**config.mk**
```make
export PLATFORM = sky130hd
export DESIGN_NAME = touch_tap_detector
export DESIGN_NICKNAME = d
export VERILOG_FILES = /design/src/rtl/ttd_pkg.sv /design/src/rtl/ttd_cfg_regs.sv /design/src/rtl/ttd_tap_logic.sv /design/src/rtl/touch_tap_detector.sv
export SDC_FILE = /design/constraint.sdc
export NUM_CORES = 1
export LEC_CHECK = 0
export ABC_AREA = 1
export BUFFER_PORTS_ARGS = -buffer_cell sky130_fd_sc_hd__buf_2
export CAP_MARGIN = 20
export CORE_MARGIN = 2
export CORE_UTILIZATION = 44
export CTS_CLUSTER_SIZE = 30
export DETAILED_ROUTE_END_ITERATION = 8
export PLACE_DENSITY = 0.63
export SYNTH_ARGS = -nofsm -noshare
export SYNTH_HDL_FRONTEND = slang
export SYNTH_SLANG_ARGS = --single-unit
```
**constraint.sdc**
```tcl
create_clock -name clk -period 9.2 [get_ports clk]
set_clock_uncertainty 0.05 [all_clocks]
set_input_delay 0.92 -clock clk [delete_from_list [all_inputs] [get_ports clk]]
set_output_delay 0.92 -clock clk [all_outputs]
set_load 0.03 [all_outputs]
```
**src/rtl/ttd_pkg.sv**
```systemverilog
// ----------------------------------------------------------------------------
// Touch tap detector package
// Types, field widths and constants shared by the tap detector modules.
// ----------------------------------------------------------------------------
package ttd_pkg;

    localparam int COORD_W    = 12;
    localparam int GESTURE_W  = 8;
    localparam int LEVEL_W    = 4;
    localparam int WINDOW_W   = 8;
    localparam int CLICK_W    = 2;
    localparam int CFG_IDX_W  = 3;
    localparam int CFG_DATA_W = 12;
    localparam int S_TDATA_W  = 40;
    localparam int M_TDATA_W  = 40;

    localparam logic [COORD_W-1:0] BOX_LOW_RESET = 12'd1000;
    localparam logic [LEVEL_W-1:0] LEVEL_MAX     = 4'hF;

    // Configuration register indexes.
    localparam logic [CFG_IDX_W-1:0] CFG_TAP_MAX_SAMPLES = 3'd0;
    localparam logic [CFG_IDX_W-1:0] CFG_TAP_TIMEOUT     = 3'd1;
    localparam logic [CFG_IDX_W-1:0] CFG_JITTER_LIMIT    = 3'd2;
    localparam logic [CFG_IDX_W-1:0] CFG_SINGLE_TAP_CODE = 3'd3;
    localparam logic [CFG_IDX_W-1:0] CFG_DOUBLE_TAP_CODE = 3'd4;

    // Click counts.
    localparam logic [CLICK_W-1:0] CLICK_NONE   = 2'd0;
    localparam logic [CLICK_W-1:0] CLICK_SINGLE = 2'd1;
    localparam logic [CLICK_W-1:0] CLICK_DOUBLE = 2'd2;

    typedef struct packed {
        logic [LEVEL_W-1:0]   tap_max_samples;
        logic [WINDOW_W-1:0]  tap_timeout;
        logic [COORD_W-1:0]   jitter_limit;
        logic [GESTURE_W-1:0] single_tap_code;
        logic [GESTURE_W-1:0] double_tap_code;
    } ttd_cfg_t;

    typedef struct packed {
        logic [COORD_W-1:0]   pos_y;
        logic [COORD_W-1:0]   pos_x;
        logic                 finger_down;
        logic [GESTURE_W-1:0] chip_gesture;
    } ttd_sample_t;

    typedef struct packed {
        logic                 gesture_valid;
        logic [GESTURE_W-1:0] gesture_out;
        logic                 touched;
        logic [COORD_W-1:0]   out_y;
        logic [COORD_W-1:0]   out_x;
    } ttd_result_t;

endpackage

```
**src/rtl/ttd_cfg_regs.sv**
```systemverilog
// ----------------------------------------------------------------------------
// Tap detector configuration registers
// Holds the five tuning registers written through the plain write port.
// ----------------------------------------------------------------------------
module ttd_cfg_regs
    import ttd_pkg::*;
(
    input  logic                  clk,
    input  logic                  rst_n,
    input  logic                  cfg_we,
    input  logic [CFG_IDX_W-1:0]  cfg_index,
    input  logic [CFG_DATA_W-1:0] cfg_wdata,
    output ttd_cfg_t              cfg
);

    ttd_cfg_t cfg_reg;
    ttd_cfg_t cfg_next;

    always_comb
    begin
        cfg_next = cfg_reg;
        if (cfg_we)
        begin
            case (cfg_index)
                CFG_TAP_MAX_SAMPLES: cfg_next.tap_max_samples = cfg_wdata[LEVEL_W-1:0];
                CFG_TAP_TIMEOUT:     cfg_next.tap_timeout     = cfg_wdata[WINDOW_W-1:0];
                CFG_JITTER_LIMIT:    cfg_next.jitter_limit    = cfg_wdata[COORD_W-1:0];
                CFG_SINGLE_TAP_CODE: cfg_next.single_tap_code = cfg_wdata[GESTURE_W-1:0];
                CFG_DOUBLE_TAP_CODE: cfg_next.double_tap_code = cfg_wdata[GESTURE_W-1:0];
                default:             cfg_next = cfg_reg;
            endcase
        end
    end

    always_ff @(posedge clk or negedge rst_n)
    begin
        if (!rst_n)
        begin
            cfg_reg.tap_max_samples <= 4'd5;
            cfg_reg.tap_timeout     <= 8'd40;
            cfg_reg.jitter_limit    <= 12'd10;
            cfg_reg.single_tap_code <= 8'd5;
            cfg_reg.double_tap_code <= 8'd11;
        end
        else
        begin
            cfg_reg <= cfg_next;
        end
    end

    assign cfg = cfg_reg;

endmodule

```
**src/rtl/ttd_tap_logic.sv**
```systemverilog
// ----------------------------------------------------------------------------
// Tap detector update logic
// Touch level, contact box, tap window and gesture hold state, updated once
// per sample, with the result formed in the same pass.
// ----------------------------------------------------------------------------
module ttd_tap_logic
    import ttd_pkg::*;
(
    input  logic        clk,
    input  logic        rst_n,
    input  logic        step,
    input  ttd_sample_t sample,
    input  ttd_cfg_t    cfg,
    output ttd_result_t result
);

    logic [LEVEL_W-1:0]   level_reg,      level_next;
    logic [LEVEL_W-1:0]   prev_level_reg, prev_level_next;
    logic [COORD_W-1:0]   box_x_low_reg,  box_x_low_next;
    logic [COORD_W-1:0]   box_x_high_reg, box_x_high_next;
    logic [COORD_W-1:0]   box_y_low_reg,  box_y_low_next;
    logic [COORD_W-1:0]   box_y_high_reg, box_y_high_next;
    logic [WINDOW_W-1:0]  window_reg,     window_next;
    logic [CLICK_W-1:0]   click_reg,      click_next;
    logic [GESTURE_W-1:0] held_reg,       held_next;

    logic [COORD_W:0] spread_x;
    logic [COORD_W:0] spread_y;
    logic             x_ok;
    logic             y_ok;
    logic             last_release;
    logic             short_release;
    logic             no_gesture;

    always_comb
    begin
        // Saturating touch level.
        level_next = level_reg;
        if (sample.finger_down && (level_reg != LEVEL_MAX))
        begin
            level_next = level_reg + 4'd1;
        end
        else if (!sample.finger_down && (level_reg != '0))
        begin
            level_next = level_reg - 4'd1;
        end

        // Widen the contact box while a finger is down.
        box_x_low_next  = box_x_low_reg;
        box_x_high_next = box_x_high_reg;
        box_y_low_next  = box_y_low_reg;
        box_y_high_next = box_y_high_reg;
        if (sample.finger_down)
        begin
            if (sample.pos_x < box_x_low_reg)  box_x_low_next  = sample.pos_x;
            if (sample.pos_x > box_x_high_reg) box_x_high_next = sample.pos_x;
            if (sample.pos_y < box_y_low_reg)  box_y_low_next  = sample.pos_y;
            if (sample.pos_y > box_y_high_reg) box_y_high_next = sample.pos_y;
        end

        // The tap window only runs once started and until it reaches the timeout.
        window_next = window_reg;
        if ((window_reg < cfg.tap_timeout) && (window_reg != '0))
        begin
            window_next = window_reg + 8'd1;
        end

        // Spreads are signed: a cleared box (low above high) is in range.
        spread_x = {1'b0, box_x_high_next} - {1'b0, box_x_low_next};
        spread_y = {1'b0, box_y_high_next} - {1'b0, box_y_low_next};
        x_ok     = $signed(spread_x) < $signed({1'b0, cfg.jitter_limit});
        y_ok     = $signed(spread_y) < $signed({1'b0, cfg.jitter_limit});

        no_gesture    = (sample.chip_gesture == '0);
        last_release  = (level_next == '0) && (prev_level_reg == 4'd1);
        short_release = (prev_level_reg > level_next)
                        && (level_next <= cfg.tap_max_samples);

        click_next = click_reg;
        if (last_release)
        begin
            box_x_low_next  = BOX_LOW_RESET;
            box_x_high_next = '0;
            box_y_low_next  = BOX_LOW_RESET;
            box_y_high_next = '0;
        end
        else if (short_release)
        begin
            if (no_gesture && x_ok && y_ok)
            begin
                click_next = CLICK_SINGLE;
                if (window_next > {2'b00, cfg.tap_timeout[WINDOW_W-1:2]})
                begin
                    click_next = CLICK_DOUBLE;
                end
                if (window_next == '0)
                begin
                    window_next = 8'd1;
                end
            end
        end
        else
        begin
            click_next = CLICK_NONE;
        end

        // Gesture hold: the controller's code wins, then a detected tap.
        held_next = held_reg;
        if (!no_gesture)
        begin
            held_next = sample.chip_gesture;
        end
        else if (click_next == CLICK_SINGLE)
        begin
            held_next = cfg.single_tap_code;
        end
        else if (click_next == CLICK_DOUBLE)
        begin
            held_next = cfg.double_tap_code;
        end

        result.out_x         = sample.pos_x;
        result.out_y         = sample.pos_y;
        result.touched       = sample.finger_down;
        result.gesture_valid = (level_next != '0);
        result.gesture_out   = (level_next != '0) ? held_next : '0;

        // Window expiry takes effect after the result is formed.
        if (window_next == cfg.tap_timeout)
        begin
            window_next     = '0;
            click_next      = CLICK_NONE;
            box_x_low_next  = BOX_LOW_RESET;
            box_x_high_next = '0;
            box_y_low_next  = BOX_LOW_RESET;
            box_y_high_next = '0;
        end

        prev_level_next = level_next;
    end

    always_ff @(posedge clk or negedge rst_n)
    begin
        if (!rst_n)
        begin
            level_reg      <= '0;
            prev_level_reg <= '0;
            box_x_low_reg  <= BOX_LOW_RESET;
            box_x_high_reg <= '0;
            box_y_low_reg  <= BOX_LOW_RESET;
            box_y_high_reg <= '0;
            window_reg     <= '0;
            click_reg      <= CLICK_NONE;
            held_reg       <= '0;
        end
        else if (step)
        begin
            level_reg      <= level_next;
            prev_level_reg <= prev_level_next;
            box_x_low_reg  <= box_x_low_next;
            box_x_high_reg <= box_x_high_next;
            box_y_low_reg  <= box_y_low_next;
            box_y_high_reg <= box_y_high_next;
            window_reg     <= window_next;
            click_reg      <= click_next;
            held_reg       <= held_next;
        end
    end

endmodule

```
**src/rtl/touch_tap_detector.sv**
```systemverilog
// ----------------------------------------------------------------------------
// Touch tap detector
// Turns polled touch samples into coordinates plus a held gesture code,
// detecting single and double taps from short, stationary releases.
// ----------------------------------------------------------------------------
//
//  Channel   Direction  Beat contents
//  s_*       in         one touch sample: gesture code, finger flag, x, y
//  m_*       out        one result: x, y, finger flag, held gesture, valid
//  cfg_*     in         register write: index, data (no read-back)
//
//  Every input beat yields exactly one output beat, in order.
//  Sustained rate is one beat per cycle while m_tready stays high. An accepted
//  beat sits in the input register and is loaded into the result register
//  once that register is free or being emptied, which raises m_tvalid.
//  The sample state (level, box, tap window, click count, held gesture) is
//  updated in the same cycle the result register loads, so consecutive
//  samples see each other's effect without bubbles.
//  When m_tready is low the result holds and the input register still takes
//  one more beat; s_tready then drops until the result is taken.
//  rst_n is asynchronous and active low; it restores the valid flags, the
//  tap state and the registers to their defaults. Payload holding registers
//  are not reset.
//
module touch_tap_detector
    import ttd_pkg::*;
(
    input  logic                  clk,
    input  logic                  rst_n,
    input  logic                  s_tvalid,
    output logic                  s_tready,
    // [7:0] chip_gesture, [8] finger_down, [20:9] pos_x, [32:21] pos_y, [39:33] zero
    input  logic [S_TDATA_W-1:0]  s_tdata,
    output logic                  m_tvalid,
    input  logic                  m_tready,
    // [11:0] out_x, [23:12] out_y, [24] touched, [32:25] gesture_out,
    // [33] gesture_valid, [39:34] zero
    output logic [M_TDATA_W-1:0]  m_tdata,
    input  logic                  cfg_we,
    input  logic [CFG_IDX_W-1:0]  cfg_index,
    input  logic [CFG_DATA_W-1:0] cfg_wdata
);

    ttd_cfg_t    cfg;
    ttd_sample_t in_sample_reg, in_sample_next;
    logic        in_valid_reg,  in_valid_next;
    ttd_result_t out_result_reg, out_result_next;
    logic        out_valid_reg, out_valid_next;
    ttd_result_t result;
    logic        s_fire;
    logic        step;

    ttd_cfg_regs u_cfg_regs (
        .clk       (clk),
        .rst_n     (rst_n),
        .cfg_we    (cfg_we),
        .cfg_index (cfg_index),
        .cfg_wdata (cfg_wdata),
        .cfg       (cfg)
    );

    // The held sample is processed whenever the result register is free or
    // is being emptied in this cycle.
    assign step     = in_valid_reg && (!out_valid_reg || m_tready);
    assign s_tready = !in_valid_reg || step;
    assign s_fire   = s_tvalid && s_tready;

    ttd_tap_logic u_tap_logic (
        .clk    (clk),
        .rst_n  (rst_n),
        .step   (step),
        .sample (in_sample_reg),
        .cfg    (cfg),
        .result (result)
    );

    always_comb
    begin
        in_valid_next  = in_valid_reg;
        in_sample_next = in_sample_reg;
        if (s_fire)
        begin
            in_valid_next              = 1'b1;
            in_sample_next.chip_gesture = s_tdata[7:0];
            in_sample_next.finger_down  = s_tdata[8];
            in_sample_next.pos_x        = s_tdata[20:9];
            in_sample_next.pos_y        = s_tdata[32:21];
        end
        else if (step)
        begin
            in_valid_next = 1'b0;
        end

        out_valid_next  = out_valid_reg;
        out_result_next = out_result_reg;
        if (step)
        begin
            out_valid_next  = 1'b1;
            out_result_next = result;
        end
        else if (m_tready)
        begin
            out_valid_next = 1'b0;
        end
    end

    always_ff @(posedge clk or negedge rst_n)
    begin
        if (!rst_n)
        begin
            in_valid_reg  <= 1'b0;
            out_valid_reg <= 1'b0;
        end
        else
        begin
            in_valid_reg  <= in_valid_next;
            out_valid_reg <= out_valid_next;
        end
    end

    // Payload registers carry no reset.
    always_ff @(posedge clk)
    begin
        in_sample_reg  <= in_sample_next;
        out_result_reg <= out_result_next;
    end

    assign m_tvalid = out_valid_reg;
    assign m_tdata  = {6'b0,
                       out_result_reg.gesture_valid,
                       out_result_reg.gesture_out,
                       out_result_reg.touched,
                       out_result_reg.out_y,
                       out_result_reg.out_x};

endmodule

```
==> flow_metrics.py <==
metrics = {
    "cts": {
        "ctsLongestPathBuffers": 2,
        "clockRootBuffer": "sky130_fd_sc_hd__clkbuf_16",
        "htreeDepth": 4,
        "cts.clk_slew.worst_paths_ps": 70,
        "cts_tree": "done",
        "ctsHoldBuffers": 0,
        "clock-sinks": 179,
        "cts_setup_buffers": 0,
        "quantity_of_gates_resized_following_cts": 0,
        "cts_buffer_count": 17,
        "clkLatencyLatePin_ps": 430,
    },
    "hold_path": {
        "worstHoldStart": "u_tap_logic.box_x_low_reg[10]",
        "worst_hold_endpoint": "u_tap_logic.box_x_low_reg[10]",
        "worstHoldPathType": "flop to flop",
        "min_path_cells": 2,
    },
    "pwr": {
        "power.ir.vdd_worst_v": 0.000168,
        "power.share.switching_pct": 45.1,
        "total_switching_power_w": 0.00204,
        "static-leakage-power_nw": 6.45,
        "share_comb_of_total_power_pct": 56.3,
        "design_power_total_w": 0.00451,
        "internal_power_w": 0.00247,
        "power.sequential.fraction_pct": 26.5,
        "p_per_area_nw_per_um2": 355,
        "share_clk_of_total_power_pct": 17.2,
    },
    "finish": {
        "post_route_cells_drive_above_1_share_pct": 12.5,
        "final_nets": 1646,
        "layout_commonest_cell": "sky130_fd_sc_hd__nand2_1",
        "max_ffs_per_register": 40,
        "insertedDiodeCount": 0,
        "most_frequent_cells_in_the_layout": "353 x sky130_fd_sc_hd__nand2_1, 200 x sky130_fd_sc_hd__inv_1, 118 x sky130_fd_sc_hd__ha_1",
        "layout.cell_area.non_filler_um2": 12700,
        "area_growth_pct": 12.2,
    },
    "logic_synthesis": {
        "synth_flop_cell": "sky130_fd_sc_hd__dfrtp_1",
        "synth_seq_area_share_pct": 42.8,
        "synthDistinctLibCells": 50,
        "synth_edf_count": 67,
        "synth.ff_latch_count": 179,
        "mean_syn_cell_area_um2": 8.18,
        "syn_inst": 1385,
        "yosysWarnings": 0,
        "synthesized_cell_area_um2": 11300,
        "asyncSetResetFlopFracSynth_pct": 62.6,
    },
    "placed_design": {
        "dp.final_hpwl_um": 18400,
        "dp_slack_ps": 2210,
        "gp_congestion": 0.851,
        "io_buffers": 88,
        "postPlaceCellArea_um2": 12100,
    },
    "setup_path": {
        "path_class": "flop to flop",
        "standard_cell_with_the_maximum_stage_delay_on_the_critical_path": "sky130_fd_sc_hd__buf_4",
        "worst_setup_slack_for_register_to_register_paths_ps": 2200,
        "worst_path_dominant_cell_family": "simple AND/OR/NAND/NOR gates",
        "maximum_fanout_count_along_the_critical_path": 52,
        "capture_instance_of_the_worst_register_to_register_path": "u_tap_logic.box_x_high_reg[6]",
        "cp-end-kind": "flop",
        "critical_path_data_arrival_time_ps": 7310,
        "timing.reg2reg.worst_path_depth": 37,
        "critPathMostFrequentCell": "sky130_fd_sc_hd__nand2_1",
        "critPathMaxStageDelay_ps": 610,
        "r2r_start": "in_sample_reg[22]",
        "worst_path_required_ps": 9510,
        "setup.worst_path.start_class": "flop",
        "crit_buf_inv": 3,
    },
    "global_routing": {
        "largest_net_degree_at_the_start_of_global_routing": 72,
        "grt_overflow_total": 0,
        "first_global_vias": 8682,
        "antenna_found_initial": 0,
        "global_route_total_usage_across_every_layer_pct": 20.1,
        "grt_first_pass_wirelength_um": 43000,
    },
    "timing": {
        "final.setup.tns_ps": 0,
        "final_worst_slack_ps": 2200,
        "setup_viol_count_final": 0,
        "period_share_pct": 76.1,
        "worst-slew-pin-transition_ps": 913,
        "timing.max_slew.rel_slack_pct": 39.1,
        "grt_setup_unrepaired": "no",
        "whs_ps": 430,
        "timing.final.crit_period_ps": 7000,
        "timing_max_transition_violations_final": 0,
        "final-hold-violation-count": 0,
        "fmaxAchievable_mhz": 143,
    },
    "floorplanning": {
        "fp-row-count": 58,
        "floorplan.die.width_um": 164,
        "die-area_um2": 27000,
        "initial_core_utilization_pct": 44.8,
        "ios": 102,
        "core_region_area_um2": 25300,
        "floorplan.die.height_um": 164,
    },
    "detailed_routing": {
        "routed_wirelength_um": 25800,
        "wire_per_inst_um": 14.3,
        "number_of_design_rule_violations_left_by_the_first_detailed_router_iteration": 571,
        "viasPerCell": 5.03,
        "drt-pass1-iter-count": 5,
        "remaining_drc_errors": 0,
        "drtAntennaViolNets": 0,
        "route.vias.total": 9098,
    },
    "job": {
        "maxCapViolCount": 0,
    },
    "status": {
        "outcome": "completed",
    },
}
-- worst min-delay path: stages (launching register included) --
cell,delay (ps)
sky130_fd_sc_hd__dfrtp_1,340
sky130_fd_sc_hd__nand2_1,50
sky130_fd_sc_hd__nand2_1,50
-- cell type report --
| class | instances | area (um2) |
|---|---|---|
| Tap cell | 330 | 413 |
| Multi-Input combinational cell | 966 | 5540 |
| Timing Repair Buffer | 95 | 515 |
| Clock buffer | 17 | 425 |
| Clock inverter | 15 | 193 |
| Fill cell | 2458 | 12600 |
| Inverter | 207 | 777 |
| Sequential cell | 179 | 4840 |
-- routing by layer --
metal | vias to the layer above | part of all wire [%] | track usage, %
met2 | 196 | 46 | 33.1
met3 | 20 | 4.3 | 2.64
met5 | - | 0 | 0
met1 | 4218 | 48 | 28.3
li1 | 4664 | - | -
met4 | 0 | 1.1 | 4.82
-- power groups by stage --
stage	Combinational [W]	Sequential [W]	Clock [W]
6_report	0.00254	0.00119	0.000775
2_1_floorplan	0.00195	0.00121	0
3_5_place_dp	0.00254	0.00121	0
4_1_cts	0.00255	0.00119	0.000791
5_1_grt	0.00297	0.00122	0.000825
3_3_place_gp	0.00246	0.00120	0
-- synth_stat cells, types with 11 or more instances --
cell type                  number  share of area, %
sky130_fd_sc_hd__nand3_1      103               4.6
sky130_fd_sc_hd__xor2_1        20               1.5
sky130_fd_sc_hd__a21oi_2       11              0.85
sky130_fd_sc_hd__nor2_1        98               3.2
sky130_fd_sc_hd__ha_1         118                13
sky130_fd_sc_hd__dfrtp_1       89                20
sky130_fd_sc_hd__edfxtp_1      67                18
sky130_fd_sc_hd__clkbuf_1      26              0.86
sky130_fd_sc_hd__o21ai_0       85               3.8
sky130_fd_sc_hd__nand2_1      354                12
sky130_fd_sc_hd__a21oi_1       80               3.5
sky130_fd_sc_hd__inv_1        200               6.6
sky130_fd_sc_hd__dfstp_2       23               5.3
sky130_fd_sc_hd__nand4_1       13              0.72
-- kinds of logic after synthesis --
kind of cell | synth area share [%]
AOI/OAI and AO/OA | 10.7
xor gates and xnor gates | 2.39
adders and majority gates | 13.4
buffers and inverters | 8.55
DFF | 42.8
other | 0.0331
and+or+nand+nor | 22.2
-- worst max path at each step --
stage,start,end,cells past startpoint
final,in_sample_reg[22],u_tap_logic.box_x_high_reg[6],37
after global routing,in_sample_reg[22],u_tap_logic.box_x_high_reg[9],37
after CTS,in_sample_reg[22],u_tap_logic.box_x_high_reg[6],37
after detailed placement,in_sample_reg[22],u_tap_logic.box_y_low_reg[10],37
after global placement,in_sample_reg[22],u_tap_logic.window_reg[0],37
after floorplan,in_sample_reg[10],m_tdata[25],35
-- metrics by stage --
| step | cells | utilization, % |
|---|---|---|
| final | 1809 | 50.3 |
| after global routing | 1809 | 50.3 |
| after CTS | 1809 | 50.3 |
| after detailed placement | 1777 | 47.8 |
| after global placement | 1776 | 47.7 |
| after floorplan | 1390 | - |
Note: power is estimated with default switching activity, not from simulation.
